===== src/mfps_ram.sv =====
// Generic simple dual-port RAM: one write port, one read port with
// registered read data. No dependencies.
module mfps_ram #(
  parameter int unsigned WIDTH = 8,
  parameter int unsigned DEPTH = 16
) (
  input  logic                     clk_i,
  input  logic                     wr_en_i,
  input  logic [$clog2(DEPTH)-1:0] wr_addr_i,
  input  logic [WIDTH-1:0]         wr_data_i,
  input  logic                     rd_en_i,
  input  logic [$clog2(DEPTH)-1:0] rd_addr_i,
  output logic [WIDTH-1:0]         rd_data_o
);

  logic [WIDTH-1:0] mem_q [DEPTH];
  logic [WIDTH-1:0] rd_data_q;

  // write port
  always_ff @(posedge clk_i) begin
    if (wr_en_i) begin
      mem_q[wr_addr_i] <= wr_data_i;
    end
  end

  // registered read port, returns old data on a same-address write
  always_ff @(posedge clk_i) begin
    if (rd_en_i) begin
      rd_data_q <= mem_q[rd_addr_i];
    end
  end

  assign rd_data_o = rd_data_q;

endmodule


===== config.mk =====
export PLATFORM = sky130hd
export DESIGN_NAME = mfps_ram
export DESIGN_NICKNAME = d
export VERILOG_FILES = /design/src/mfps_ram.sv
export SDC_FILE = /design/constraint.sdc
export NUM_CORES = 1
export LEC_CHECK = 0
export BUFFER_PORTS_ARGS = -buffer_cell sky130_fd_sc_hd__buf_4
export CAP_MARGIN = 20
export CORE_ASPECT_RATIO = 1.2
export CORE_MARGIN = 4
export CORE_UTILIZATION = 29
export CTS_CLUSTER_SIZE = 10
export DETAILED_ROUTE_END_ITERATION = 7
export PLACE_DENSITY = 0.45
export SETUP_SLACK_MARGIN = 0.5
export SYNTH_ARGS = -nofsm -noshare
export SYNTH_HDL_FRONTEND = slang
export SYNTH_SLANG_ARGS = --single-unit

===== constraint.sdc =====
create_clock -name clk_i -period 3.25 [get_ports clk_i]
set_input_delay 0.325 -clock clk_i [delete_from_list [all_inputs] [get_ports clk_i]]
set_output_delay 0.325 -clock clk_i [all_outputs]
set_load 0.005 [all_outputs]

-- Word level (Yosys, flattened, before mapping)
Memory sizes are Yosys's and may differ from the RTL's. A register that Yosys moved wholly into a read port is not among the register bits.
Index checks and enable logic that the tools add are counted.
- add/subtract/negate cells: 0
- bitwise gates (word level): 0
- order comparisons: 0
- mux-type cells: 2
- reduce and logical (&&, ||, !) cells: 0
- div/mod/pow operators: 0
- shift operators: 0
- multiply operators: 0
- equal/unequal tests: 0
- operator list (cell ; number):
    1-bit 2-to-1 mux ; 2
- output and inout port bits: 8
- memories: 1
- ROM bits: 0
- word-level logic and storage cells: 3
- bits in registers: 0
- latch bits: 0
- RAM bits: 128
- input bits: 19
- memory list (name ; words ; bits a word ; rd ports ; clocked after Yosys merged registers in ; wr ports ; line ; source):
    mem_q ; 16 ; 8 ; 1 ; 1 ; 1 ; 16 ; logic [WIDTH-1:0] mem_q [DEPTH];

-- Longest topological paths before layout
- depth in word-level cells: 2
- mapped depth: 5
- mapped depth without buffers: 3

-- Worst setup path after synthesis
OpenSTA, ideal clock, no wires.
- path type: input port to flip-flop
- start point: input wr_addr_i[2]
- end point: memory mem_q[0][0] (enable)
- setup time: 383 ps
- buffers on the path: 0
- path slack: 1432 ps
- data arrival time: 1435 ps
- stages: 2
- data required time: 2867 ps
- path through: or3b_2 nor3_1
- RTL lines (item ; line ; source):
    from (decl) ; 9 ; input logic [$clog2(DEPTH)-1:0] wr_addr_i,
    to (decl) ; 16 ;
Straight into the memory's write port.

==> flow_summary.yaml <==
run_status:
  status: "completed"
clocking:
  cts_buffers: 17
  post_cts_resized: 0
  clock_sinks: 136
  clockBufferDepth: 2
  cts_hold_buf: 0
  cts_root_buffer: "clkbuf_16"
  cts_tree: "done"
  clock_latency_ps: 410
  htree_levels: 4
  clkTransAtPathRegs_ps: 50
  cts_setup_buffers: 0
sta:
  fmax_ghz: 0.558
  worstMarginPinSlew_ps: 935
  fin_tns_setup_ps: 0
  fin_crit_ps: 1790
  post-route-period-util: 0.552
  finalHoldViolations: 0
  hold_slack_ps: 219
  relSlewSlack: 0.375
  grt_setup_unrepaired: "no"
  skew_ps: 6.14
  maxSlewViolCount: 0
  setup_viol: 0
finish:
  diodes: 0
  area_growth_pct: 18.8
  nFillCells: 1654
  drive_gt1_frac: 0.278
  final_common_cell: "edfxtp_1"
  final_cell_mix: "edfxtp_1 (136), buf_4 (43), mux4_2 (18), clkbuf_16 (17), a22oi_1 (16)"
  layout.nets: 300
place:
  portBuffers: 26
  dpl.hpwl_um: 7320
  gp_congestion: 0.693
yosys:
  synth_area_leader_cell: "edfxtp_1"
  syn_area_sq_um: 5230
  ys_ff_latch: 136
  synth_top_area_frac: 0.781
  synth_area_leaders: "edfxtp_1 (78%), mux4_2 (7.8%), mux4_1 (7.0%)"
  syn_area_per_cell_sq_um: 22.8
  synth_seq_area_share: 0.781
  synth_fp_nets: 248
  yosysWarnings: 0
  ys_types: 18
  syn_inst: 229
power:
  ir_drop_v: 0.000319
  power_leakage_nw: 2.05
  power_density_nw_per_um2: 603
global_route:
  grt_util_all_layers: 0.121
  grt_pass1_wl_um: 17000
  antenna_found_initial: 0
  grt_overflow_total: 0
  grt_max_degree: 33
  grt_pass1_vias: 2675
floorplanning:
  die_y_um: 155
  fp.coreArea_sq_um: 17600
  die_area_sq_um: 20200
  rows: 53
  ios: 27
  start_util: 0.296
  die_width_um: 131
worst_setup_path:
  crit_path_end_kind: "register"
  cp-start-kind: "primary input"
  cpLargestDelayFamily: "multiplexers"
  max_stage_delay_ps: 660
  slowest_stage: "mux4_1"
  worstPathCellList: "buf_4 -> mux4_1 -> a22oi_1 -> nand2_1"
  arrival_ps: 1950
  rrSetupSlack_ps: 1670
  crit_fanout: 32
  path_class: "in2reg"
  critPathBufInv: 1
  crit_required_ps: 3410
job:
  drv_cap: 0
routing:
  viasPerCell: 4.91
  drt_iter0_drc: 203
  num_vias: 2509
  wl_um: 11500
  drc: 0
  routedWlPerCell_um: 22.6
  dr.pass1.iters: 4
  antenna_left: 0
worst_hold_path:
  hp-class: "in2reg"
-- sequential cells by signal, indices dropped and copies added (netlist names) --
name,cells
mem_q,128
rd_data_o,8
-- stage by stage --
step,utilization,total power [mW],cells,setup slack (ps),cell area [sq um]
5_1_grt,0.352,3.89,511,1400,6210
2_1_floorplan,-,2.12,229,1430,5230
3_3_place_gp,0.325,2.22,482,977,5740
6_report,0.352,3.74,511,1460,6210
4_1_cts,0.352,3.79,511,1400,6210
3_5_place_dp,0.325,2.22,482,961,5740
-- worst paths after layout --
path	from	endpoint	depth (start not counted)
setup reg to reg	mem_q[2][0]	rd_data_o[0]	3
hold / removal	wr_data_i[1]	mem_q[6][1]	1
setup / recovery	rd_addr_i[0]	rd_data_o[0]	4
hold reg to reg	mem_q[15][2]	rd_data_o[2]	3
-- worst reg2reg max path, cell delays in order (launching register included) --
cell and delay [ps]:
edfxtp_1 360, mux4_1 520, a22oi_1 350, nand2_1 90
-- logic make-up (layout without fill, tap and decap cells) --
logic type / count (synthesis) / in the layout / synth area share
AO/OA/AOI/OAI: 16 / 16 / 0.0230
buffers and inverters: 10 / 72 / 0.0165
flip-flops: 136 / 136 / 0.781
multiplexers: 32 / 32 / 0.148
AND/OR/NAND/NOR: 35 / 35 / 0.0314
-- synth_stat cells --
cell type	n
nor2_1	13
nand2b_1	2
buf_4	1
a22oi_1	16
nor3_1	4
mux4_2	18
or3b_2	1
nand2_1	9
clkdlybuf4s25_2	3
buf_2	3
buf_6	3
nand3_1	1
nand3b_1	2
edfxtp_1	136
and2b_1	1
and2_1	1
nor2b_1	1
mux4_1	14
-- power breakdown --
part,internal (mW),switching [mW],total (mW)
combinational,0.0830,0.107,0.190
sequential,1.98,0.0101,1.99
clock,0.932,0.634,1.57
-- final cells by class --
type	instances	area [sq um]	area share
Clock buffer	19	433	0.0697
Clock inverter	10	40.0	0.00645
Multi-Input combinational cell	83	1060	0.170
Sequential cell	136	4080	0.657
Tap cell	220	275	0.0443
Timing Repair Buffer	43	323	0.0520
-- per-layer routing --
| layer | routed length (um) | vias up | global-route usage |
|---|---|---|---|
| met5 | 0 | - | 0 |
| met1 | 5450 | 1343 | 0.170 |
| met4 | 163 | 0 | 0.0470 |
| met3 | 428 | 13 | 0.0350 |
| li1 | - | 1080 | - |
| met2 | 5500 | 73 | 0.180 |
(Power assumes the default switching activity.)
