===== config.mk =====
export PLATFORM = sky130hd
export DESIGN_NAME = mfps_seq
export DESIGN_NICKNAME = d
export VERILOG_FILES = /design/src/mfps_pkg.sv /design/src/mfps_seq.sv
export SDC_FILE = /design/constraint.sdc
export NUM_CORES = 1
export LEC_CHECK = 0
export ABC_CLOCK_PERIOD_IN_PS = 2100
export BUFFER_PORTS_ARGS = -buffer_cell sky130_fd_sc_hd__buf_2
export CAP_MARGIN = 0
export CORE_MARGIN = 2
export CORE_UTILIZATION = 50
export CTS_BUF_LIST = sky130_fd_sc_hd__clkbuf_8
export CTS_CLUSTER_SIZE = 12
export DETAILED_ROUTE_END_ITERATION = 8
export PLACE_DENSITY = 0.72
export SLEW_MARGIN = 25
export SYNTH_ARGS = -nofsm -noshare
export SYNTH_HDL_FRONTEND = slang
export SYNTH_SLANG_ARGS = --single-unit

===== constraint.sdc =====
create_clock -name clk_i -period 2.1 [get_ports clk_i]
set_input_delay 0.63 -clock clk_i [delete_from_list [all_inputs] [get_ports clk_i]]
set_output_delay 0.63 -clock clk_i [all_outputs]
set_load 0.05 [all_outputs]

===== src/mfps_pkg.sv =====
// Package for the maximum falling path sum block: sizes, payload types,
// register codes and the position record passed from sequencer to datapath.
// No dependencies.
package mfps_pkg;

  // matrix limits and derived index widths
  localparam int unsigned MAX_COLUMNS = 256;
  localparam int unsigned MAX_ROWS    = 1024;
  localparam int unsigned COL_W       = $clog2(MAX_COLUMNS);
  localparam int unsigned ROW_W       = $clog2(MAX_ROWS);

  // payload and register widths
  localparam int unsigned ELEM_W     = 16;
  localparam int unsigned SUM_W      = 26;
  localparam int unsigned ROWCNT_W   = 11;
  localparam int unsigned COLCNT_W   = 9;
  localparam int unsigned CFG_IDX_W  = 2;
  localparam int unsigned CFG_DATA_W = 11;

  typedef logic signed [ELEM_W-1:0]     elem_t;
  typedef logic signed [SUM_W-1:0]      sum_t;
  typedef logic        [COL_W-1:0]      col_t;
  typedef logic        [ROW_W-1:0]      row_t;
  typedef logic        [CFG_IDX_W-1:0]  cfg_idx_t;
  typedef logic        [CFG_DATA_W-1:0] cfg_data_t;

  // saturation limits of a path sum
  localparam sum_t SUM_MAX = {1'b0, {(SUM_W-1){1'b1}}};
  localparam sum_t SUM_MIN = {1'b1, {(SUM_W-1){1'b0}}};

  // configuration register indexes
  typedef enum logic [CFG_IDX_W-1:0] {
    REG_ROW_COUNT    = 2'd0,
    REG_COLUMN_COUNT = 2'd1
  } cfg_reg_e;

  // where an element sits in the matrix
  typedef struct packed {
    col_t col;
    logic first_row;
    logic last_row;
    logic last_col;
  } pos_t;

endpackage


===== src/mfps_seq.sv =====
// Position sequencer: holds the row and column limits and walks the
// row/column position of the next element. Depends on mfps_pkg.
module mfps_seq
  import mfps_pkg::*;
(
  input  logic      clk_i,
  input  logic      rst_ni,
  input  logic      cfg_valid_i,
  input  cfg_idx_t  cfg_index_i,
  input  cfg_data_t cfg_data_i,
  input  logic      accept_i,
  output pos_t      pos_o,
  output col_t      rd_addr_o
);

  row_t row_last_q, row_last_d;
  col_t col_last_q, col_last_d;
  row_t row_pos_q, row_pos_d;
  col_t col_pos_q, col_pos_d;

  logic [ROWCNT_W-1:0] row_cnt;
  logic [ROWCNT_W-1:0] row_cnt_m1;
  logic [COLCNT_W-1:0] col_cnt;
  logic [COLCNT_W-1:0] col_cnt_m1;
  logic                last_row;
  logic                last_col;

  // clamp written counts into last-index form
  assign row_cnt    = cfg_data_i[ROWCNT_W-1:0];
  assign row_cnt_m1 = row_cnt - ROWCNT_W'(1);
  assign col_cnt    = cfg_data_i[COLCNT_W-1:0];
  assign col_cnt_m1 = col_cnt - COLCNT_W'(1);

  assign last_row = (row_pos_q == row_last_q);
  assign last_col = (col_pos_q == col_last_q);

  // register writes and position stepping
  always_comb begin
    row_last_d = row_last_q;
    col_last_d = col_last_q;
    row_pos_d  = row_pos_q;
    col_pos_d  = col_pos_q;
    if (cfg_valid_i) begin
      unique case (cfg_reg_e'(cfg_index_i))
        REG_ROW_COUNT: begin
          if (row_cnt == '0) begin
            row_last_d = '0;
          end else if (row_cnt > ROWCNT_W'(MAX_ROWS)) begin
            row_last_d = ROW_W'(MAX_ROWS - 1);
          end else begin
            row_last_d = row_cnt_m1[ROW_W-1:0];
          end
          row_pos_d = '0;
          col_pos_d = '0;
        end
        REG_COLUMN_COUNT: begin
          if (col_cnt == '0) begin
            col_last_d = '0;
          end else if (col_cnt > COLCNT_W'(MAX_COLUMNS)) begin
            col_last_d = COL_W'(MAX_COLUMNS - 1);
          end else begin
            col_last_d = col_cnt_m1[COL_W-1:0];
          end
          row_pos_d = '0;
          col_pos_d = '0;
        end
        default: begin
        end
      endcase
    end else if (accept_i) begin
      if (last_col) begin
        col_pos_d = '0;
        row_pos_d = last_row ? '0 : row_pos_q + ROW_W'(1);
      end else begin
        col_pos_d = col_pos_q + COL_W'(1);
      end
    end
  end

  always_ff @(posedge clk_i or negedge rst_ni) begin
    if (!rst_ni) begin
      row_last_q <= '0;
      col_last_q <= '0;
      row_pos_q  <= '0;
      col_pos_q  <= '0;
    end else begin
      row_last_q <= row_last_d;
      col_last_q <= col_last_d;
      row_pos_q  <= row_pos_d;
      col_pos_q  <= col_pos_d;
    end
  end

  // current position and look-ahead read address (right neighbour)
  assign pos_o.col       = col_pos_q;
  assign pos_o.first_row = (row_pos_q == '0);
  assign pos_o.last_row  = last_row;
  assign pos_o.last_col  = last_col;
  assign rd_addr_o       = col_pos_q + COL_W'(1);

endmodule


* Yosys cells after proc, flatten, opt, wreduce, memory -nomap -nowiden *
Cells that the tools add are included.

operators by class
  add/sub/neg operators = 4
  $mul = 0
  divide/modulo/power cells = 0
  order comparisons = 2
  eq/ne operators = 4
  shifts and indexed selects = 0
  mux-type cells = 13
  bitwise logic cells = 0
  reduce and logical (&&, ||, !) cells = 11

operators by type and width
  kind                     number
  $mux W10                 7
  $mux W8                  6
  $gt A11 B11 Y1 const B   1
  $logic_not A11 Y1        1
  $add A10 B1 Y10 const B  1
  $eq A10 B10 Y1           1
  $logic_not A10 Y1        1
  $sub A10 B1 Y10 const B  1
  $gt A9 B9 Y1 const B     1
  $logic_not A9 Y1         1
  $add A8 B1 Y8 const B    1
  $eq A8 B8 Y1             1
  $sub A8 B1 Y8 const B    1
  $reduce_and A2 Y1        3
  $reduce_bool A2 Y1       2
  $reduce_and A3 Y1        1
  $eq A2 B1 Y1 const B     1
  $logic_not A2 Y1         1
  $ne A2 B2 Y1 const B     1
  $reduce_or A2 Y1         1

word-level totals
  flip-flop bits (word level) = 36
  bits in latches = 0
  RAM bits = 0
  ROM bits = 0
  input port bits = 17
  output and inout port bits = 19
  word-level logic and storage cells = 38
  memories kept = 0

* Logic depth before layout (Yosys ltp) *
  word-level depth = 5
  mapped depth = 8
  mapped depth without buffers = 7

* Least setup slack after synthesis *
OpenSTA, ideal clock, no wires.

  path type = register to output
  from = register row_pos_q[5]
  to = output port pos_o[2] (netlist name)
  data arrival time = 2.291 ns
  data required time = 1.470 ns
  setup slack = -0.821 ns
  stages on the path, launching flop included = 5
  buffers on the path = 1
  cells stage by stage = dfrtp_1 -> buf_2 -> nor4_1 -> nand3b_1 -> nor4_1

RTL lines
  item                    line            RTL
  start, declared         mfps_seq.sv:18  row_t row_pos_q, row_pos_d;
  start signal, assigned  mfps_seq.sv:89  row_pos_q <= row_pos_d;
  end, declared           mfps_seq.sv:12  output pos_t pos_o,

==> impl_metrics.env <==
export IMPL_status="finished with violations"
export IMPL_violations="negative setup slack"
export IMPL_drc_errors=0
export IMPL_syn_num_nets=269
export IMPL_cts_tree="yes"
export IMPL_track_usage_pct=24.9
export IMPL_synth_seq_area_share_pct=39.5
export IMPL_fin_crit_ns=2.28
export IMPL_critPathMaxFanout=2
export IMPL_syn_to_final_growth_pct=47.5
export IMPL_syn_inst=248
export IMPL_cp_required_ns=1.47
export IMPL_synth_area_per_cell_um2=9.21
export IMPL_worstSetupPathType="reg -> out"
export IMPL_ys_ff_latch=36
export IMPL_worst_pin_slew_ns=0.534
export IMPL_final_util_pct=76.8
export IMPL_io_pins=36
export IMPL_synth_edff_count=0
export IMPL_min_period_over_period_pct=109
export IMPL_die_w_um=71.6
export IMPL_worstSkewPairLatency_ns=0.29
export IMPL_cts_max_level=2
export IMPL_firstDrtPassIters=4
export IMPL_grt_pass1_vias=2117
export IMPL_drive_gt1_share_pct=46.1
export IMPL_antenna_cells=0
export IMPL_die_h_um=71.6
export IMPL_final_cell_mix="buf_4, nand2_1, dfrtp_1"
export IMPL_grt_ovfl_total=0
export IMPL_core_area_um2=4380
export IMPL_vias=2201
export IMPL_grt_max_degree=17
export IMPL_max_cap_violations=0
export IMPL_cts_made_buffers=5
export IMPL_setup_viol=8
export IMPL_cts_buffer_depth=2
export IMPL_cts_root_buf="clkbuf_8"
export IMPL_setup_ws_ns=-0.184
export IMPL_power_density_nw_per_um2=629
export IMPL_synth_area_um2=2280
export IMPL_cp_cell_sequence="buf_6 > nor4_4 > nand3b_1 > nor4_4 > buf_6"
export IMPL_rsz0062_at_grt="yes"
export IMPL_holdWs_ns=0.222
export IMPL_cp_end_kind="output pin"
export IMPL_vdd_drop_max_v=0.000336
export IMPL_hp_class="in -> async"
export IMPL_ant_nets=0
export IMPL_finalHoldViolations=0
export IMPL_die_area_um2=5120
export IMPL_slew_headroom_pct=64.3
export IMPL_dr_first_iter_drc_count=135
export IMPL_wirelength_mm=6.20
export IMPL_ys_types=49
export IMPL_arrival_ns=1.65
export IMPL_yosysWarnings=0
export IMPL_numPortBuffers=35
export IMPL_path_buf_inv=2
export IMPL_cp_start_kind="flip-flop"
export IMPL_clock_skew_ns=0.0123
export IMPL_cts_sinks=36
export IMPL_drv_slew=0
export IMPL_synthArstFlopShare_pct=100
export IMPL_gp_congestion=0.849
export IMPL_finalNetCount=356
export IMPL_critPathTopFamily="simple AND/OR/NAND/NOR gates"
export IMPL_critical_path_slowest_cell="dfrtp_1"
export IMPL_ys_flop_type="dfrtp_1"
export IMPL_power_leakage_uw=0.00155
export IMPL_fmax_ghz=0.438
export IMPL_num_rows=24
export IMPL_antenna_found_initial=0
export IMPL_clkTransAtPathRegs_ns=0.08
export IMPL_avgRoutedWirePerCell_um=16.0
export IMPL_routed_via_density=5.67
export IMPL_grt_pass1_wl_mm=9.78
export IMPL_dp_hpwl_mm=4.25
export IMPL_layout_commonest_cell="buf_4"
export IMPL_initial_utilization_pct=52.1
export IMPL_cpPeakStageDelay_ns=0.44
==> where the power goes <==
part	switching, uW	internal (uW)	total (uW)
clock	267	231	499
sequential	94.5	789	883
combinational	412	324	736
total	774	1340	2120
==> final timing paths <==
| check | cells after the start | slack (ns) | endpoint | start |
|---|---|---|---|---|
| worst min register to register | 2 | 0.50 | col_last_q[1] | col_last_q[1] |
| max in group asynchronous | 2 | 1.38 | col_last_q[4] | rst_ni |
| min in group clk_i | 2 | 0.50 | col_last_q[1] | col_last_q[1] |
| worst max register to register | 7 | 0.11 | row_pos_q[6] | col_pos_q[0] |
| worst min-delay path | 1 | 0.22 | row_pos_q[3] | rst_ni |
| worst max-delay path | 5 | -0.18 | pos_o[2] | row_pos_q[3] |
==> through the flow <==
stage,setup TNS [ns],area (um2),cells,setup slack [ns],total power (uW)
floorplan,-0.574,2500,248,-0.111,1320
global placement,-4.84,2970,364,-0.364,1500
finish,-0.976,3370,388,-0.184,2120
global route,-1.40,3370,388,-0.244,2240
detailed placement,-5.32,2970,364,-0.403,1520
CTS,-0.793,3260,383,-0.208,2080
==> worst register-to-register path, cell delays in order (launching register included) <==
cell and delay [ns]:
dfrtp_4 0.53, xor2_2 0.17, nor4_4 0.34, buf_4 0.18, nand3_1 0.10, buf_4 0.16, o41ai_2 0.29, o31a_1 0.17
==> Yosys cell counts (3+ instances only) <==
cell type / number / area, um2
nand2b_1: 5 / 31.3
xor2_1: 24 / 210
o2bb2a_1: 4 / 40.0
o21ai_0: 15 / 75.1
buf_2: 5 / 25.0
inv_1: 9 / 33.8
a21oi_1: 7 / 35.0
a22o_1: 3 / 26.3
clkbuf_1: 5 / 18.8
nand2_1: 34 / 128
xnor2_1: 4 / 35.0
ha_1: 4 / 50.1
dfrtp_1: 36 / 901
nor2b_1: 3 / 18.8
o31ai_1: 9 / 67.6
nor4_1: 4 / 25.0
o2bb2ai_1: 3 / 26.3
nand3_1: 6 / 30.0
nor2_1: 15 / 56.3
a32o_1: 6 / 60.1
o22ai_1: 5 / 31.3
o21bai_1: 4 / 30.0
==> layout make-up <==
| type | instances | area [um2] |
|---|---|---|
| multi-input cells | 190 | 1560 |
| fillers | 300 | 1020 |
| flip-flops and latches | 36 | 916 |
| repair buffers | 93 | 681 |
| clock buffers | 5 | 68.8 |
| well taps | 52 | 65.1 |
| inverters | 9 | 53.8 |
| clock inverters | 3 | 18.8 |
==> cell families (layout without fill, tap and decap cells) <==
| family | Yosys count | count (layout) | synth area share [%] |
|---|---|---|---|
| buffers and inverters | 22 | 110 | 4.55 |
| adders and majority gates | 4 | 4 | 2.19 |
| AOI/OAI and AO/OA | 67 | 67 | 21.3 |
| xor gates and xnor gates | 28 | 28 | 10.7 |
| and+or+nand+nor | 91 | 91 | 21.8 |
| DFF | 36 | 36 | 39.5 |
==> repair_timing <==
action                                  in CTS  in global routing
buffers inserted                            11                  8
endpoints found under the setup margin      18                 29
gates resized for setup                     31                 18
pin swaps                                    8                 14
hold buffers                                 0                  0
==> sequential cells by signal, summed over array words and instances, names as in the netlist <==
signal	cells
col_last_q	8
row_last_q	10
col_pos_q	8
row_pos_q	10
==> per-layer routing <==
metal	vias to the layer above	GRT usage, %	part of all wire [%]
met1	1053	31.3	44
met3	14	4.92	3.9
met2	67	41.8	50
li1	1067	-	-
met5	-	0	0
met4	0	10.7	2.6
Note: power is estimated with default switching activity, not from simulation.
