## src/mfps_pkg.sv

```systemverilog
// Package for the maximum falling path sum block: sizes, payload types,
// register codes and the position record passed from sequencer to datapath.
// No dependencies.
package mfps_pkg;

  // matrix limits and derived index widths
  localparam int unsigned MAX_COLUMNS = 256;
  localparam int unsigned MAX_ROWS    = 1024;
  localparam int unsigned COL_W       = $clog2(MAX_COLUMNS);
  localparam int unsigned ROW_W       = $clog2(MAX_ROWS);

  // payload and register widths
  localparam int unsigned ELEM_W     = 16;
  localparam int unsigned SUM_W      = 26;
  localparam int unsigned ROWCNT_W   = 11;
  localparam int unsigned COLCNT_W   = 9;
  localparam int unsigned CFG_IDX_W  = 2;
  localparam int unsigned CFG_DATA_W = 11;

  typedef logic signed [ELEM_W-1:0]     elem_t;
  typedef logic signed [SUM_W-1:0]      sum_t;
  typedef logic        [COL_W-1:0]      col_t;
  typedef logic        [ROW_W-1:0]      row_t;
  typedef logic        [CFG_IDX_W-1:0]  cfg_idx_t;
  typedef logic        [CFG_DATA_W-1:0] cfg_data_t;

  // saturation limits of a path sum
  localparam sum_t SUM_MAX = {1'b0, {(SUM_W-1){1'b1}}};
  localparam sum_t SUM_MIN = {1'b1, {(SUM_W-1){1'b0}}};

  // configuration register indexes
  typedef enum logic [CFG_IDX_W-1:0] {
    REG_ROW_COUNT    = 2'd0,
    REG_COLUMN_COUNT = 2'd1
  } cfg_reg_e;

  // where an element sits in the matrix
  typedef struct packed {
    col_t col;
    logic first_row;
    logic last_row;
    logic last_col;
  } pos_t;

endpackage

```

## src/mfps_core.sv

```systemverilog
// Path sum datapath: element register, three-neighbour max and add with
// saturation, row store write, running last-row max and two-entry result buffer.
// Depends on mfps_pkg.
module mfps_core
  import mfps_pkg::*;
(
  input  logic  clk_i,
  input  logic  rst_ni,
  input  logic  accept_i,
  input  elem_t element_i,
  input  pos_t  pos_i,
  input  col_t  rd_addr_i,
  input  sum_t  rd_data_i,
  output logic  wr_en_o,
  output col_t  wr_addr_o,
  output sum_t  wr_data_o,
  output logic  busy_result_o,
  output logic  out_valid_o,
  input  logic  out_ready_i,
  output sum_t  out_sum_o
);

  logic  b_valid_q;
  elem_t b_x_q;
  pos_t  b_pos_q;

  sum_t first_q;
  sum_t ahead_q;
  sum_t left_q;
  sum_t last_best_q, last_best_d;
  logic fwd_hit_q;
  sum_t fwd_data_q;
  logic out_valid_q, out_valid_d;
  sum_t out_sum_q, out_sum_d;
  logic spare_valid_q, spare_valid_d;
  sum_t spare_sum_q, spare_sum_d;

  sum_t                  old_sum;
  sum_t                  right_sum;
  sum_t                  nb_best;
  logic signed [SUM_W:0] wide_sum;
  sum_t                  sat_sum;
  sum_t                  new_sum;
  logic                  make_result;

  // element register, loaded with every request
  always_ff @(posedge clk_i or negedge rst_ni) begin
    if (!rst_ni) begin
      b_valid_q <= 1'b0;
    end else begin
      b_valid_q <= accept_i;
    end
  end

  always_ff @(posedge clk_i) begin
    if (accept_i) begin
      b_x_q   <= element_i;
      b_pos_q <= pos_i;
    end
  end

  // neighbours from the row above
  assign old_sum   = (b_pos_q.col == '0) ? first_q : ahead_q;
  assign right_sum = fwd_hit_q ? fwd_data_q : rd_data_i;

  always_comb begin
    nb_best = old_sum;
    if ((b_pos_q.col != '0) && (left_q > nb_best)) begin
      nb_best = left_q;
    end
    if (!b_pos_q.last_col && (right_sum > nb_best)) begin
      nb_best = right_sum;
    end
  end

  // add and saturate
  assign wide_sum = (SUM_W+1)'(b_x_q) + (SUM_W+1)'(nb_best);

  always_comb begin
    if (wide_sum[SUM_W] != wide_sum[SUM_W-1]) begin
      sat_sum = wide_sum[SUM_W] ? SUM_MIN : SUM_MAX;
    end else begin
      sat_sum = wide_sum[SUM_W-1:0];
    end
  end

  assign new_sum = b_pos_q.first_row ? SUM_W'(b_x_q) : sat_sum;

  // row store write
  assign wr_en_o   = b_valid_q;
  assign wr_addr_o = b_pos_q.col;
  assign wr_data_o = new_sum;

  // running max over the last row
  always_comb begin
    last_best_d = last_best_q;
    if (b_valid_q && b_pos_q.last_row) begin
      if ((b_pos_q.col == '0) || (new_sum > last_best_q)) begin
        last_best_d = new_sum;
      end
    end
  end

  assign make_result = b_valid_q && b_pos_q.last_row && b_pos_q.last_col;

  // window registers and bypass of a write the look-ahead read missed
  always_ff @(posedge clk_i) begin
    if (b_valid_q) begin
      left_q  <= old_sum;
      ahead_q <= right_sum;
      if (b_pos_q.col == '0) begin
        first_q <= new_sum;
      end
    end
    fwd_data_q <= new_sum;
  end

  always_ff @(posedge clk_i or negedge rst_ni) begin
    if (!rst_ni) begin
      fwd_hit_q   <= 1'b0;
      last_best_q <= '0;
    end else begin
      fwd_hit_q   <= b_valid_q && accept_i && (b_pos_q.col == rd_addr_i);
      last_best_q <= last_best_d;
    end
  end

  // result buffer: head drives the output, spare holds a result behind it
  always_comb begin
    out_valid_d   = out_valid_q;
    out_sum_d     = out_sum_q;
    spare_valid_d = spare_valid_q;
    spare_sum_d   = spare_sum_q;
    if (out_valid_q && out_ready_i) begin
      out_valid_d   = spare_valid_q;
      out_sum_d     = spare_sum_q;
      spare_valid_d = 1'b0;
    end
    if (make_result) begin
      if (!out_valid_d) begin
        out_valid_d = 1'b1;
        out_sum_d   = last_best_d;
      end else begin
        spare_valid_d = 1'b1;
        spare_sum_d   = last_best_d;
      end
    end
  end

  always_ff @(posedge clk_i or negedge rst_ni) begin
    if (!rst_ni) begin
      out_valid_q   <= 1'b0;
      spare_valid_q <= 1'b0;
    end else begin
      out_valid_q   <= out_valid_d;
      spare_valid_q <= spare_valid_d;
    end
  end

  always_ff @(posedge clk_i) begin
    out_sum_q   <= out_sum_d;
    spare_sum_q <= spare_sum_d;
  end

  // a full buffer after this edge leaves no room for the next element's result
  assign busy_result_o = spare_valid_d;
  assign out_valid_o   = out_valid_q;
  assign out_sum_o     = out_sum_q;

endmodule
```

## config.mk

```make
export PLATFORM = sky130hd
export DESIGN_NAME = mfps_core
export DESIGN_NICKNAME = d
export VERILOG_FILES = /design/src/mfps_pkg.sv /design/src/mfps_core.sv
export SDC_FILE = /design/constraint.sdc
export NUM_CORES = 1
export LEC_CHECK = 0
export ABC_CLOCK_PERIOD_IN_PS = 13300
export BUFFER_PORTS_ARGS = -buffer_cell sky130_fd_sc_hd__buf_2
export CAP_MARGIN = 20
export CORE_ASPECT_RATIO = 1.4
export CORE_UTILIZATION = 60
export DETAILED_ROUTE_END_ITERATION = 10
export GPL_ROUTABILITY_DRIVEN = 1
export PLACE_DENSITY = 0.87
export SLEW_MARGIN = 0
export SYNTH_ARGS = -nofsm -noshare
export SYNTH_HDL_FRONTEND = slang
export SYNTH_SLANG_ARGS = --single-unit
```

## constraint.sdc

```tcl
create_clock -name clk_i -period 13.3 [get_ports clk_i]
set_input_delay 0 -clock clk_i [delete_from_list [all_inputs] [get_ports clk_i]]
set_output_delay 0 -clock clk_i [all_outputs]
set_load 0.02 [all_outputs]
```

### After elaboration in Yosys (flattened, before gate mapping)

Cells that the tools add are included.

| storage, ports and cells | value |
|---|---|
| bits in registers | 213 |
| output and inout bits | 63 |
| word-level logic and storage cells | 52 |

| operators by class | value |
|---|---|
| add/subtract/negate cells | 1 |
| $lt $le $gt $ge | 3 |
| equal/unequal tests | 2 |
| muxes and demuxes | 17 |
| reduce and logical (&&, ||, !) cells | 13 |

Operators with widths:

| operator | count |
|---|---|
| 26-bit 2-to-1 mux | 12 |
| 26-bit greater-than comparator | 3 |
| 16-bit by 26-bit adder with 27-bit output | 1 |
| 8-bit equality test | 1 |
| 8-bit logical NOT | 1 |
| 8-bit nonzero test | 1 |
| 1-bit logical AND | 7 |
| 1-bit 2-to-1 mux | 5 |
| 2-bit AND reduction | 2 |
| 1-bit logical NOT | 1 |
| 1-bit logical OR | 1 |
| 1-bit != test | 1 |

### Logic depth before layout (Yosys ltp)

Gate-level depths: netlist (run 1).

| logic depth | value |
|---|---|
| depth after elaboration | 18 |
| depth in mapped cells | 52 |
| depth with buffers taken out | 45 |

### Worst setup path before layout (run 1)

Ideal clock, no wire load.

| path | value |
|---|---|
| kind | flip-flop to flip-flop |
| start point | register b_pos_q (netlist bit wr_addr_o[2]) |
| end point | register spare_sum_q[14] (data pin) |
| arrival | 11.306 ns |
| data required time | 13.026 ns |
| slack | 1.720 ns |
| stages on the path, launching flop included | 46 |
| buffers on the path | 7 |
| period minus slack after synthesis | 11.580 ns |
| cells stage by stage | edfxtp_1 -> or4_4 -> nor2_4 -> clkbuf_1 -> nand2_1 -> nand2_1 -> inv_1 -> ha_1 -> nand4_1 -> or4_4 -> nor3b_2 -> mux2i_2 -> o41ai_2 -> nor2_1 -> mux2i_4 -> buf_6 -> mux2i_1 -> ha_1 -> [10 not listed] -> ha_1 -> a21o_1 -> a221oi_1 -> o211a_1 -> nor3_1 -> nor2_1 -> clkbuf_1 -> a311oi_1 -> o31ai_1 -> ha_1 -> nand4_1 -> or4_1 -> o31a_1 -> o2bb2ai_1 -> o21ai_1 -> clkbuf_1 -> clkbuf_1 -> o31ai_1 |

| on the way | value |
|---|---|
| word-level cells in the longest chain between the ends | 16 |
| elaborated cells on any way between the ends | 18 |

RTL lines:

| item | RTL line | text |
|---|---|---|
| from (decl) | mfps_core.sv:25 | `pos_t b_pos_q;` |
| from (signal assigned) | mfps_core.sv:58 | `b_pos_q <= pos_i;` |
| 8-bit logical NOT * | mfps_core.sv:63 | `assign old_sum = (b_pos_q.col == '0) ? first_q : ahead_q;` |
| 26-bit 2-to-1 mux * | mfps_core.sv:63 |  |
| net old_sum[25] | mfps_core.sv:38 | `sum_t old_sum;` |
| 26-bit greater-than comparator | mfps_core.sv:68 | `if ((b_pos_q.col != '0) && (left_q > nb_best)) begin` |
| 1-bit logical AND | mfps_core.sv:68 |  |
| 26-bit 2-to-1 mux * | mfps_core.sv:68 |  |
| 26-bit greater-than comparator | mfps_core.sv:71 | `if (!b_pos_q.last_col && (right_sum > nb_best)) begin` |
| 1-bit logical AND | mfps_core.sv:71 |  |
| [3 not listed] | n/a |  |
| 26-bit 2-to-1 mux * | mfps_core.sv:80 | `if (wide_sum[SUM_W] != wide_sum[SUM_W-1]) begin` |
| 26-bit 2-to-1 mux * | mfps_core.sv:87 | `assign new_sum = b_pos_q.first_row ? SUM_W'(b_x_q) : sat_sum;` |
| net wr_data_o[16] | mfps_core.sv:16 | `output sum_t wr_data_o,` |
| 26-bit greater-than comparator * | mfps_core.sv:98 | `if ((b_pos_q.col == '0) \|\| (new_sum > last_best_q)) begin` |
| 1-bit logical OR * | mfps_core.sv:98 |  |
| 26-bit 2-to-1 mux * | mfps_core.sv:98 |  |
| 26-bit 2-to-1 mux * | mfps_core.sv:97 | `if (b_valid_q && b_pos_q.last_row) begin` |
| net last_best_d[14] | mfps_core.sv:30 | `sum_t last_best_q, last_best_d;` |
| to (signal assigned) | mfps_core.sv:162 | `spare_sum_q <= spare_sum_d;` |
| to (decl) | mfps_core.sv:36 | `sum_t spare_sum_q, spare_sum_d;` |

Mark *: on every way through the listed nets, which the timed path passes. The rest lies on a longest branch.
A chain may end at the register's enable or synchronous reset.

### Worst setup path after layout (run 1)

| path | value |
|---|---|
| start point | register b_pos_q (netlist bit wr_addr_o[3]) |
| end point | register spare_sum_q[18] (data pin) |

| on the way | value |
|---|---|
| word-level cells in the longest chain between the ends | 16 |
| elaborated cells on any way between the ends | 18 |

RTL lines:

| item | RTL line |
|---|---|
| 8-bit logical NOT * | mfps_core.sv:63 |
| 26-bit 2-to-1 mux * | mfps_core.sv:63 |
| net old_sum[25] | mfps_core.sv:38 |
| 26-bit greater-than comparator | mfps_core.sv:68 |
| 1-bit logical AND | mfps_core.sv:68 |
| 26-bit 2-to-1 mux * | mfps_core.sv:68 |
| 26-bit greater-than comparator | mfps_core.sv:71 |
| 1-bit logical AND | mfps_core.sv:71 |
| [2 not listed] | n/a |
| 26-bit 2-to-1 mux or 1-bit != test (tied branches) | mfps_core.sv:81, mfps_core.sv:80 |
| 26-bit 2-to-1 mux * | mfps_core.sv:80 |
| 26-bit 2-to-1 mux * | mfps_core.sv:87 |
| 26-bit greater-than comparator | mfps_core.sv:98 |
| 1-bit logical OR | mfps_core.sv:98 |
| 26-bit 2-to-1 mux * | mfps_core.sv:98 |
| 26-bit 2-to-1 mux * | mfps_core.sv:97 |
| net last_best_d[18] | mfps_core.sv:30 |

Marked as above.

==> results by group, run 1 <==
Setup path
  • CP max stage delay: 0.76 ns
  • Setup crit start kind: flip-flop
  • CP delay by family, top: compound AO/OA/AOI/OAI gates
  • Levels on crit path: 45
  • Reg-to-reg endpoint: spare_sum_q[18]
  • Worst Path Max Fanout: 33
  • Worst R2R Path Depth: 45
  • Required time worst endpoint: 13.58 ns
  • Crit path DAT: 12.92 ns
  • R2R Setup Slk: 0.67 ns
  • CP Class: reg2reg
  • Worst path bufs/invs: 6
  • Worst path slowest cell: o31ai_1
  • Reg-to-Reg Start: wr_addr_o[3]
  • Crit. End Element: flip-flop

Drt
  • WL/cell: 21.3 um
  • Wirelength, routed: 34.3 mm
  • Vias post-DR: 10.1k
  • Vias/cell: 6.25
  • DRC viols: 0
  • First-pass DRT Iterations: 6
  • ANT nets after route: 0
  • Detailed Route Iter0 Violations: 926

Yosys
  • EDFF count, synth: 131
  • Syn_area_per_cell: 10.4 um2
  • Syn nets: 1,344
  • Syn Inst Count: 1,175
  • Yosys warns: 0
  • Yosys cell types: 78
  • Post-synthesis sequential area ratio: 0.467
  • Ys flop type: edfxtp_1
  • Post-synth design cell area: 12,300 um2
  • Post-synth ARST share: 0.141
  • Seq cells post-synth: 213

STA
  • Post-route setup slack: 0.667 ns
  • Fmax achieved: 79.2 MHz
  • Setup TNS: 0 ns
  • RSZ-0062 raised after global routing: false
  • Final Slew Violations: 0
  • Clock Skew: 0.0242 ns
  • Fin crit share: 0.950
  • Worst-Margin Slew: 0.959 ns
  • Headroom to the max-slew limit: 0.354
  • Worst hold-check slack: 0.0299 ns
  • Final Hold Viols: 0
  • # setup viols final: 0
  • Shortest period the worst path allows: 12.63 ns

Clocking
  • Clk slew on worst S/H paths: 0.07 ns
  • H-tree depth: 1
  • Clock latency on the worst-skew pair: 0.52 ns
  • CTS tree: done
  • CTS Sinks: 213
  • Max Root-Sink Buffers: 3
  • CTS buffer count: 21
  • CTS Root Cell: clkbuf_16

Global routing
  • Largest net degree at the start of global routing: 58
  • Initial antenna violation count: 0
  • Vias in the first global route: 9,922
  • Global Route Usage Sum: 0.332
  • First-pass GRT wire length: 52.8 mm
  • Global route total overflow: 0

Placement
  • Placed Area: 13,100 um2
  • HPWL after detailed placement: 23.8 mm
  • RD Place Congestion: 0.933
  • Buffers on Ports: 127
  • Dpl ws: 0.398 ns
  • Placed insts: 1,515

Die
  • FP Rows: 61
  • Die width: 123 um
  • Initial core utilization: 0.616
  • Core Area: 19,900 um2
  • Ports: 128
  • Die ar.: 21,000 um2
  • Die outline height: 171 um

Cells and area
  • Post-layout util: 0.727
  • Multi-input gate area: 5970 um2
  • Fillers: 1,284
  • Register Area: 5730 um2
  • Final Instance Area: 14,500 um2
  • Total Nets Final: 1,516
  • Fin cells: 1,614
  • Area Growth Syn to Fin: 18.0%
  • N_diodes: 0
  • Share of cells above drive strength 1: 0.164

Pwr
  • Pwr dens: 184 nW/um2
  • PnR Total Power: 2.66 mW
  • IR drop worst, VDD: 174 uV
  • Lkg Pwr: 6.50 nW

Min path
  • Hold_sp: accept_i
  • Hold Path Depth: 1
  • Worst hold endpoint: wr_en_o
  • Type of the worst min-delay path: in2reg

Run status
  • Outcome: completed

Run
  • Maxcap violations: 0
==> state kept, by name (all words and copies together) (netlist names) <==
name	flops
ahead_q	26
first_q	26
fwd_data_q	26
last_best_q	26
left_q	26
out_sum_o	26
spare_sum_q	26
b_x_q	16
wr_addr_o	8
b_pos_q	3
fwd_hit_q	1
out_valid_o	1
spare_valid_q	1
wr_en_o	1
==> power by group <==
part	internal (mW)	switching [mW]	leakage, nW
combinational	0.405	0.692	4.10
sequential	0.858	0.0732	2.04
clock	0.371	0.263	0.366
==> cell families (layout without fill, tap and decap cells) <==
kind of cell,count (synthesis),after routing,share of synthesized area
multiplexers,103,103,0.0869
adder cells (fa/ha/maj),112,112,0.113
AO/OA/AOI/OAI,251,251,0.140
flip-flops,213,213,0.467
XOR/XNOR,27,27,0.0199
AND/OR/NAND/NOR,323,323,0.125
buffers and inverters,146,333,0.0487
==> layout by cell type, fill, tap and decap left out, types with 46 or more instances in the layout <==
master,synthesis,layout
edfxtp_1,131,131
dfxtp_1,52,52
ha_1,103,103
a21oi_1,51,51
mux2i_1,89,88
nand2_1,140,139
nor2_1,51,50
inv_1,88,88
buf_2,3,127
dlygate4sd3_1,0,58
nand3_1,46,46
==> worst reg2reg max path, delay by kind of cell (launching register included) <==
family / cells / cell delay [ns]
AND/OR/NAND/NOR: 14 / 3.70
adder cells (fa/ha/maj): 4 / 1.38
AO/OA/AOI/OAI: 17 / 4.65
multiplexers: 4 / 0.75
buffers and inverters: 6 / 1.42
flip-flops: 1 / 0.49
==> cell usage after synthesis (3+ instances only) <==
master     instances  area [um2]
buf_1              6        22.5
o21ai_1            5        25.0
nor3_1             8        40.0
nand2_1          140         526
nor2b_1            5        31.3
a2bb2oi_1          3        26.3
edfxtp_1         131        3930
dfxtp_1           52        1040
dfrtp_1           30         751
xor2_1             7        61.3
xnor2_1           19         166
buf_2              3        15.0
nand3_1           46         230
a221oi_1           5        43.8
or4_4              3        33.8
nand2b_1          13        81.3
buf_4              8        60.1
nor2_1            51         191
o31a_1             3        26.3
nand3b_1           3        22.5
or3_1              9        56.3
a21o_1            40         300
and2_1             5        31.3
nand4_1           17         106
o21a_1            13        97.6
inv_1             88         330
and3_1             8        50.1
a22oi_1            4        30.0
mux2i_1           89         891
a2111oi_0          3        26.3
maj3_1             8        80.1
o31ai_1           16         120
o21ai_2            3        26.3
ha_1             103        1290
mux2_2            11         124
o211ai_1          12        90.1
a21oi_1           51         255
clkbuf_1          39         146
a31oi_1           11        68.8
o21ai_0           40         200
a41oi_1            4        35.0
or4_1              3        22.5
a211oi_1          12        90.1
==> per-layer routing <==
layer / part of all wire / track usage
met1: 0.37 / 0.404
met2: 0.49 / 0.559
met3: 0.077 / 0.0444
met4: 0.059 / 0.191
met5: 0 / 0
==> worst max path at each step <==
stage / start / endpoint / slack [ns]
detailed placement: wr_addr_o[2] / spare_sum_q[15] / 0.40
floorplan: wr_addr_o[2] / spare_sum_q[14] / 1.72
global placement: wr_addr_o[2] / spare_sum_q[22] / 0.64
finish: wr_addr_o[3] / spare_sum_q[18] / 0.67
global route: wr_addr_o[3] / out_sum_o[15] / 0.07
CTS: wr_addr_o[2] / spare_sum_q[15] / 0.23
==> layout make-up <==
cell class	instances	area share
Clock buffer	30	0.0436
Inverter	88	0.0228
Multi-Input combinational cell	816	0.413
Clock inverter	8	0.00726
Timing Repair Buffer	207	0.0963
Sequential cell	213	0.396
Tap cell	252	0.0218
==> what timing repair did <==
action	CTS	global route
resized for setup	0	4
hold buffers	58	0
setup endpoints to repair	0	78
buffers inserted	0	3
endpoints found under the hold margin	86	0
No activity file was read; power rests on OpenSTA's default activity.
==> run 2, diff against run 1 <==
==> constraint.sdc (replaced) <==
create_clock -name clk_i -period 13.3 [get_ports clk_i]
set_input_delay 0.665 -clock clk_i [delete_from_list [all_inputs] [get_ports clk_i]]
set_output_delay 0.665 -clock clk_i [all_outputs]
set_load 0.02 [all_outputs]
==> run 2 against run 1 <==
Compared with the run above: die area unchanged; critical path depth increased by 1; core utilization decreased by 3.1 points; global-route usage decreased by 1.0 points; count of clock-buffer cells in the layout down 5; via count is 2.9% lower; clock skew rose by 0.0015 ns; register-to-register slack worse by 0.04 ns; largest cell class unchanged; cell area down 4.3%; maximum frequency is 0.30% lower; non-clock buffer count down 55; clock power down 5.5%.
==> results by group, run 2 (synthesized netlist as in run 1, its figures left out) <==
Clocking
  • Clk slew on worst S/H paths: 0.07 ns
  • CTS buffer count: 21
  • Clock latency on the worst-skew pair: 0.52 ns
  • Max Root-Sink Buffers: 3
  • H-tree depth: 1
  • CTS Root Cell: clkbuf_16
  • CTS Sinks: 213
  • CTS tree: done
  • CTS Hold Bufs: 0

STA
  • Headroom to the max-slew limit: 0.324
  • # setup viols final: 0
  • Fin crit share: 0.953
  • Worst-Margin Slew: 1.01 ns
  • Final Slew Violations: 0
  • Shortest period the worst path allows: 12.67 ns
  • Fmax achieved: 78.9 MHz
  • Final Hold Viols: 0
  • Clock Skew: 0.0257 ns
  • RSZ-0062 raised after global routing: false
  • Setup TNS: 0 ns

Pwr
  • IR drop worst, VDD: 160 uV
  • Lkg Pwr: 6.25 nW
  • Pwr dens: 188 nW/um2
  • PnR Total Power: 2.61 mW

Drt
  • ANT nets after route: 0
  • M1 WL: 12.4 mm
  • Metal2 WL: 16.7 mm
  • Routed wl met3: 2.24 mm
  • Top Layer Used: met4
  • First-pass DRT Iterations: 5
  • Wirelength, routed: 32.9 mm
  • Detailed Route Iter0 Violations: 865
  • Vias post-DR: 9,807
  • Vias/cell: 6.29
  • WL/cell: 21.1 um
  • DRC viols: 0

Setup path
  • CP max stage delay: 0.78 ns
  • Worst path slowest cell: o311ai_2
  • Setup crit start kind: flip-flop
  • Required time worst endpoint: 13.57 ns
  • Levels on crit path: 46
  • Worst Path Max Fanout: 33
  • Worst path bufs/invs: 5
  • CP delay by family, top: compound AO/OA/AOI/OAI gates
  • Worst R2R Path Depth: 46
  • Crit path DAT: 12.94 ns
  • Crit. End Element: flip-flop
  • CP Class: reg2reg

Die
  • Ports: 128
  • Initial core utilization: 0.616
  • Core Area: 19,900 um2
  • Die width: 123 um
  • FP Rows: 61
  • Die ar.: 21,000 um2
  • Die outline height: 171 um

Run status
  • Outcome: completed

Placement
  • RD Place Congestion: 0.952
  • Buffers on Ports: 127
  • HPWL after detailed placement: 24.7 mm

Global routing
  • First-pass GRT wire length: 51.5 mm
  • Vias in the first global route: 9,877
  • Initial antenna violation count: 1
  • Global Route Usage Sum: 0.321
  • Global route total overflow: 0
  • Largest net degree at the start of global routing: 58

Cells and area
  • Commonest cells after routing, fill and taps aside: 139 x nand2_1, 131 x edfxtp_1, 127 x buf_2
  • Register Area: 5730 um2
  • Commonest non-fill, non-tap cell in the layout: nand2_1
  • Area Growth Syn to Fin: 13.0%
  • Multi-input gate area: 5950 um2
  • Share of cells above drive strength 1: 0.171
  • Fillers: 1,424
  • Total Nets Final: 1,461

Min path
  • Type of the worst min-delay path: in2async

Run
  • Maxcap violations: 0
## run 2: changes by cell type in the layout (fill, tap and decap cells not counted), sizes merged
cell and change:
dlygate4sd3 -58, clkinv +3, buf +3, inv +1, diode +1, clkinvlp +1
clkbuf -5
## run 2: power breakdown
| part | internal [mW] | total (mW) | switching [mW] | leakage (nW) |
|---|---|---|---|---|
| Sequential | 0.858 | 0.931 | 0.0728 | 2.04 |
| Combinational | 0.394 | 1.08 | 0.685 | 3.88 |
| Clock | 0.340 | 0.599 | 0.259 | 0.339 |
| Total | 1.59 | 2.61 | 1.02 | 6.25 |
## run 2: what timing repair did
action                                  in CTS  in global routing
buffers inserted                             0                  3
resized for setup                            0                  1
endpoints found under the setup margin       0                 13
## run 2: area by class of cell
class                           instances  share of cell area
Multi-Input combinational cell        816               0.430
Sequential cell                       213               0.413
Timing Repair Buffer                  152              0.0603
Clock buffer                           25              0.0397
Inverter                               88              0.0238
Tap cell                              252              0.0228
Clock inverter                         13              0.0101
Antenna cell                            1            0.000181
## run 2: final timing paths
path                       slack (ns)         endpoint      startpoint
max                              0.63  spare_sum_q[15]    wr_addr_o[7]
min                              0.22        fwd_hit_q          rst_ni
max reg2reg                      0.63  spare_sum_q[15]    wr_addr_o[7]
min reg2reg                      0.51   last_best_q[7]  last_best_q[7]
max in group asynchronous       12.54          wr_en_o          rst_ni
min in group clk_i               0.32     wr_addr_o[2]        pos_i[5]
## run 2: per-layer routing
layer	vias to the layer above	track usage
met5	-	0
met1	4720	0.383
li1	4509	-
met2	472	0.562
met4	0	0.167
met3	106	0.0401
## run 2: metrics by stage
step	setup WS, ns	cell area [um2]	hold slack, ns	std cells	util
global placement	1.08	13100	0.477	1518	0.659
global route	0.0269	13900	0.263	1560	0.696
CTS	0.633	13800	0.229	1556	0.694
finish	0.629	13900	0.224	1560	0.696
floorplan	1.72	12300	0.369	1175	-
detailed placement	0.755	13100	0.502	1518	0.659
==> run 3, diff against run 2 <==
--- a/config.mk
+++ b/config.mk
@@ -8,11 +8,11 @@
 export ABC_CLOCK_PERIOD_IN_PS = 13300
 export BUFFER_PORTS_ARGS = -buffer_cell sky130_fd_sc_hd__buf_2
 export CAP_MARGIN = 20
-export CORE_ASPECT_RATIO = 1.4
-export CORE_UTILIZATION = 60
+export CORE_ASPECT_RATIO = 0.7
+export CORE_UTILIZATION = 30
 export DETAILED_ROUTE_END_ITERATION = 10
 export GPL_ROUTABILITY_DRIVEN = 1
-export PLACE_DENSITY = 0.87
+export PLACE_DENSITY = 0.52
 export SLEW_MARGIN = 0
 export SYNTH_ARGS = -nofsm -noshare
 export SYNTH_HDL_FRONTEND = slang
==> constraint.sdc (replaced) <==
create_clock -name clk_i -period 13.3 [get_ports clk_i]
set_input_delay 0.665 -clock clk_i [delete_from_list [all_inputs] [get_ports clk_i]]
set_output_delay 0.665 -clock clk_i [all_outputs]
set_load 0.05 [all_outputs]
==> run 3 against run 2 <==
Compared with the run above: total power rose by 12%; wire length increased by 11%; worst setup slack improved by 0.35 ns; worst hold slack got worse by 0.029 ns; largest power group unchanged; critical path type unchanged; final cell count grew 20%.
==> results by group, run 3 (synthesized netlist as in run 1, its figures left out) <==
Setup path
  • CP Class: reg2reg
  • Worst path slowest cell: or4_4
  • Crit path DAT: 12.80 ns
  • Worst Path Max Fanout: 16
  • Crit. End Element: flip-flop
  • CP max stage delay: 0.62 ns
  • Required time worst endpoint: 13.78 ns
  • Setup crit start kind: flip-flop

Cells and area
  • Total Nets Final: 1,494
  • Register Area: 5730 um2
  • Share of cells above drive strength 1: 0.191
  • Fillers: 4,049
  • Multi-input gate area: 5950 um2
  • Area Growth Syn to Fin: 19.1%
  • Commonest cells after routing, fill and taps aside: 140 x nand2_1, 131 x edfxtp_1, 127 x buf_2
  • Commonest non-fill, non-tap cell in the layout: nand2_1
  • N_diodes: 0

Pwr
  • Power share of the combinational group: 0.442
  • Internal cell power: 1.72 mW
  • Switch share: 0.409
  • Pwr dens: 200 nW/um2
  • IR drop worst, VDD: 89.5 uV
  • Clock Power Share: 0.241
  • Lkg Pwr: 6.47 nW
  • Reg power frac: 0.316
  • Switch Pwr: 1.19 mW
  • PnR Total Power: 2.92 mW

Clocking
  • CTS tree: done
  • CTS Sinks: 213
  • Post-CTS Resized: 0
  • Clk slew on worst S/H paths: 0.06 ns
  • Clock latency on the worst-skew pair: 0.54 ns
  • H-tree depth: 1
  • CTS Root Cell: clkbuf_16
  • Max Root-Sink Buffers: 3
  • CTS buffer count: 24

Drt
  • ANT nets after route: 0
  • DRC viols: 0
  • Detailed Route Iter0 Violations: 636
  • Vias post-DR: 9,427
  • First-pass DRT Iterations: 5
  • WL/cell: 19.5 um
  • Vias/cell: 5.02
  • Wirelength, routed: 36.6 mm

Run
  • Maxcap violations: 0

Run status
  • Outcome: completed

Die
  • Initial core utilization: 0.307
  • FP Rows: 61
  • Die ar.: 41,700 um2
  • Die outline height: 171 um
  • Die width: 244 um
  • Core Area: 40,000 um2
  • Ports: 128

STA
  • Fmax achieved: 81.1 MHz
  • Setup TNS: 0 ns
  • Fin crit share: 0.927
  • Shortest period the worst path allows: 12.32 ns
  • Final Slew Violations: 0
  • Worst-Margin Slew: 1.09 ns
  • Clock Skew: 0.0194 ns
  • Final Hold Viols: 0
  • # setup viols final: 0
  • Worst hold-check slack: 0.196 ns
  • Headroom to the max-slew limit: 0.271
  • RSZ-0062 raised after global routing: false

Min path
  • Type of the worst min-delay path: in2async

Placement
  • HPWL after detailed placement: 28.3 mm
  • RD Place Congestion: 0.883
  • Buffers on Ports: 127

Global routing
  • Largest net degree at the start of global routing: 42
  • Global Route Usage Sum: 0.173
  • First-pass GRT wire length: 54.8 mm
  • Vias in the first global route: 9,183
  • Initial antenna violation count: 0
  • Global route total overflow: 0
[run 3: cell count changes in the layout (fill, tap and decap cells not counted), sizes merged]
cell / change
clkbuf: +13
buf: +30
inv: -1
bufinv: -1
diode: -1
clkinv: -5
[run 3: area by class of cell]
type | count | area share
clock buffers | 38 | 0.0541
multi-input cells | 816 | 0.408
flip-flops and latches | 213 | 0.392
inverters | 88 | 0.0226
clock inverters | 6 | 0.00420
repair buffers | 182 | 0.0735
well taps | 535 | 0.0458
[run 3: worst max-delay path: cells and delay by family (launching register included)]
| kind | cells | cell delay, ns |
|---|---|---|
| buffers and inverters | 6 | 1.16 |
| muxes | 4 | 0.93 |
| AOI/OAI and AO/OA | 18 | 4.27 |
| and+or+nand+nor | 15 | 4.16 |
| DFF | 1 | 0.45 |
| adders and majority gates | 4 | 1.25 |
[run 3: metal layers]
metal  up-vias  global-route usage  wire length (um)
li1       4616                   -                 -
met1      4500               0.251             18200
met2       268               0.263             15600
met3        43              0.0315              2060
met4         0              0.0399               777
met5         -                   0                 0
[run 3: through the flow]
stage | cell area (um2) | cells | setup WS (ns) | util
after floorplan | 12300 | 1175 | 1.04 | -
after global placement | 13700 | 1829 | 0.521 | 0.343
after detailed placement | 13700 | 1829 | 0.578 | 0.343
after CTS | 14600 | 1873 | 0.531 | 0.364
after global routing | 14600 | 1878 | 0.194 | 0.365
final | 14600 | 1878 | 0.976 | 0.365
[run 3: final timing paths]
kind / startpoint / endpoint / slack (ns) / cells after the start
max in group asynchronous: rst_ni / wr_en_o / 12.56 / 1
max: wr_addr_o[7] / out_sum_o[18] / 0.98 / 47
min in group clk_i: pos_i[8] / wr_addr_o[5] / 0.31 / 1
min: rst_ni / last_best_q[5] / 0.20 / 1
min reg2reg: last_best_q[7] / last_best_q[7] / 0.51 / 1
max reg2reg: wr_addr_o[7] / out_sum_o[18] / 0.98 / 47
[run 3: power groups by stage]
stage | clock [mW] | sequential, mW | combinational, mW
after global routing | 0.750 | 0.938 | 1.40
after floorplan | 0 | 1.05 | 0.766
after global placement | 0 | 0.937 | 1.28
after CTS | 0.724 | 0.925 | 1.29
after detailed placement | 0 | 0.937 | 1.29
final | 0.705 | 0.923 | 1.29
[run 3: what timing repair did]
action                                  in CTS  in global routing
endpoints found under the setup margin       0                 69
hold buffers                                 0                  0
setup buffers                                0                  5
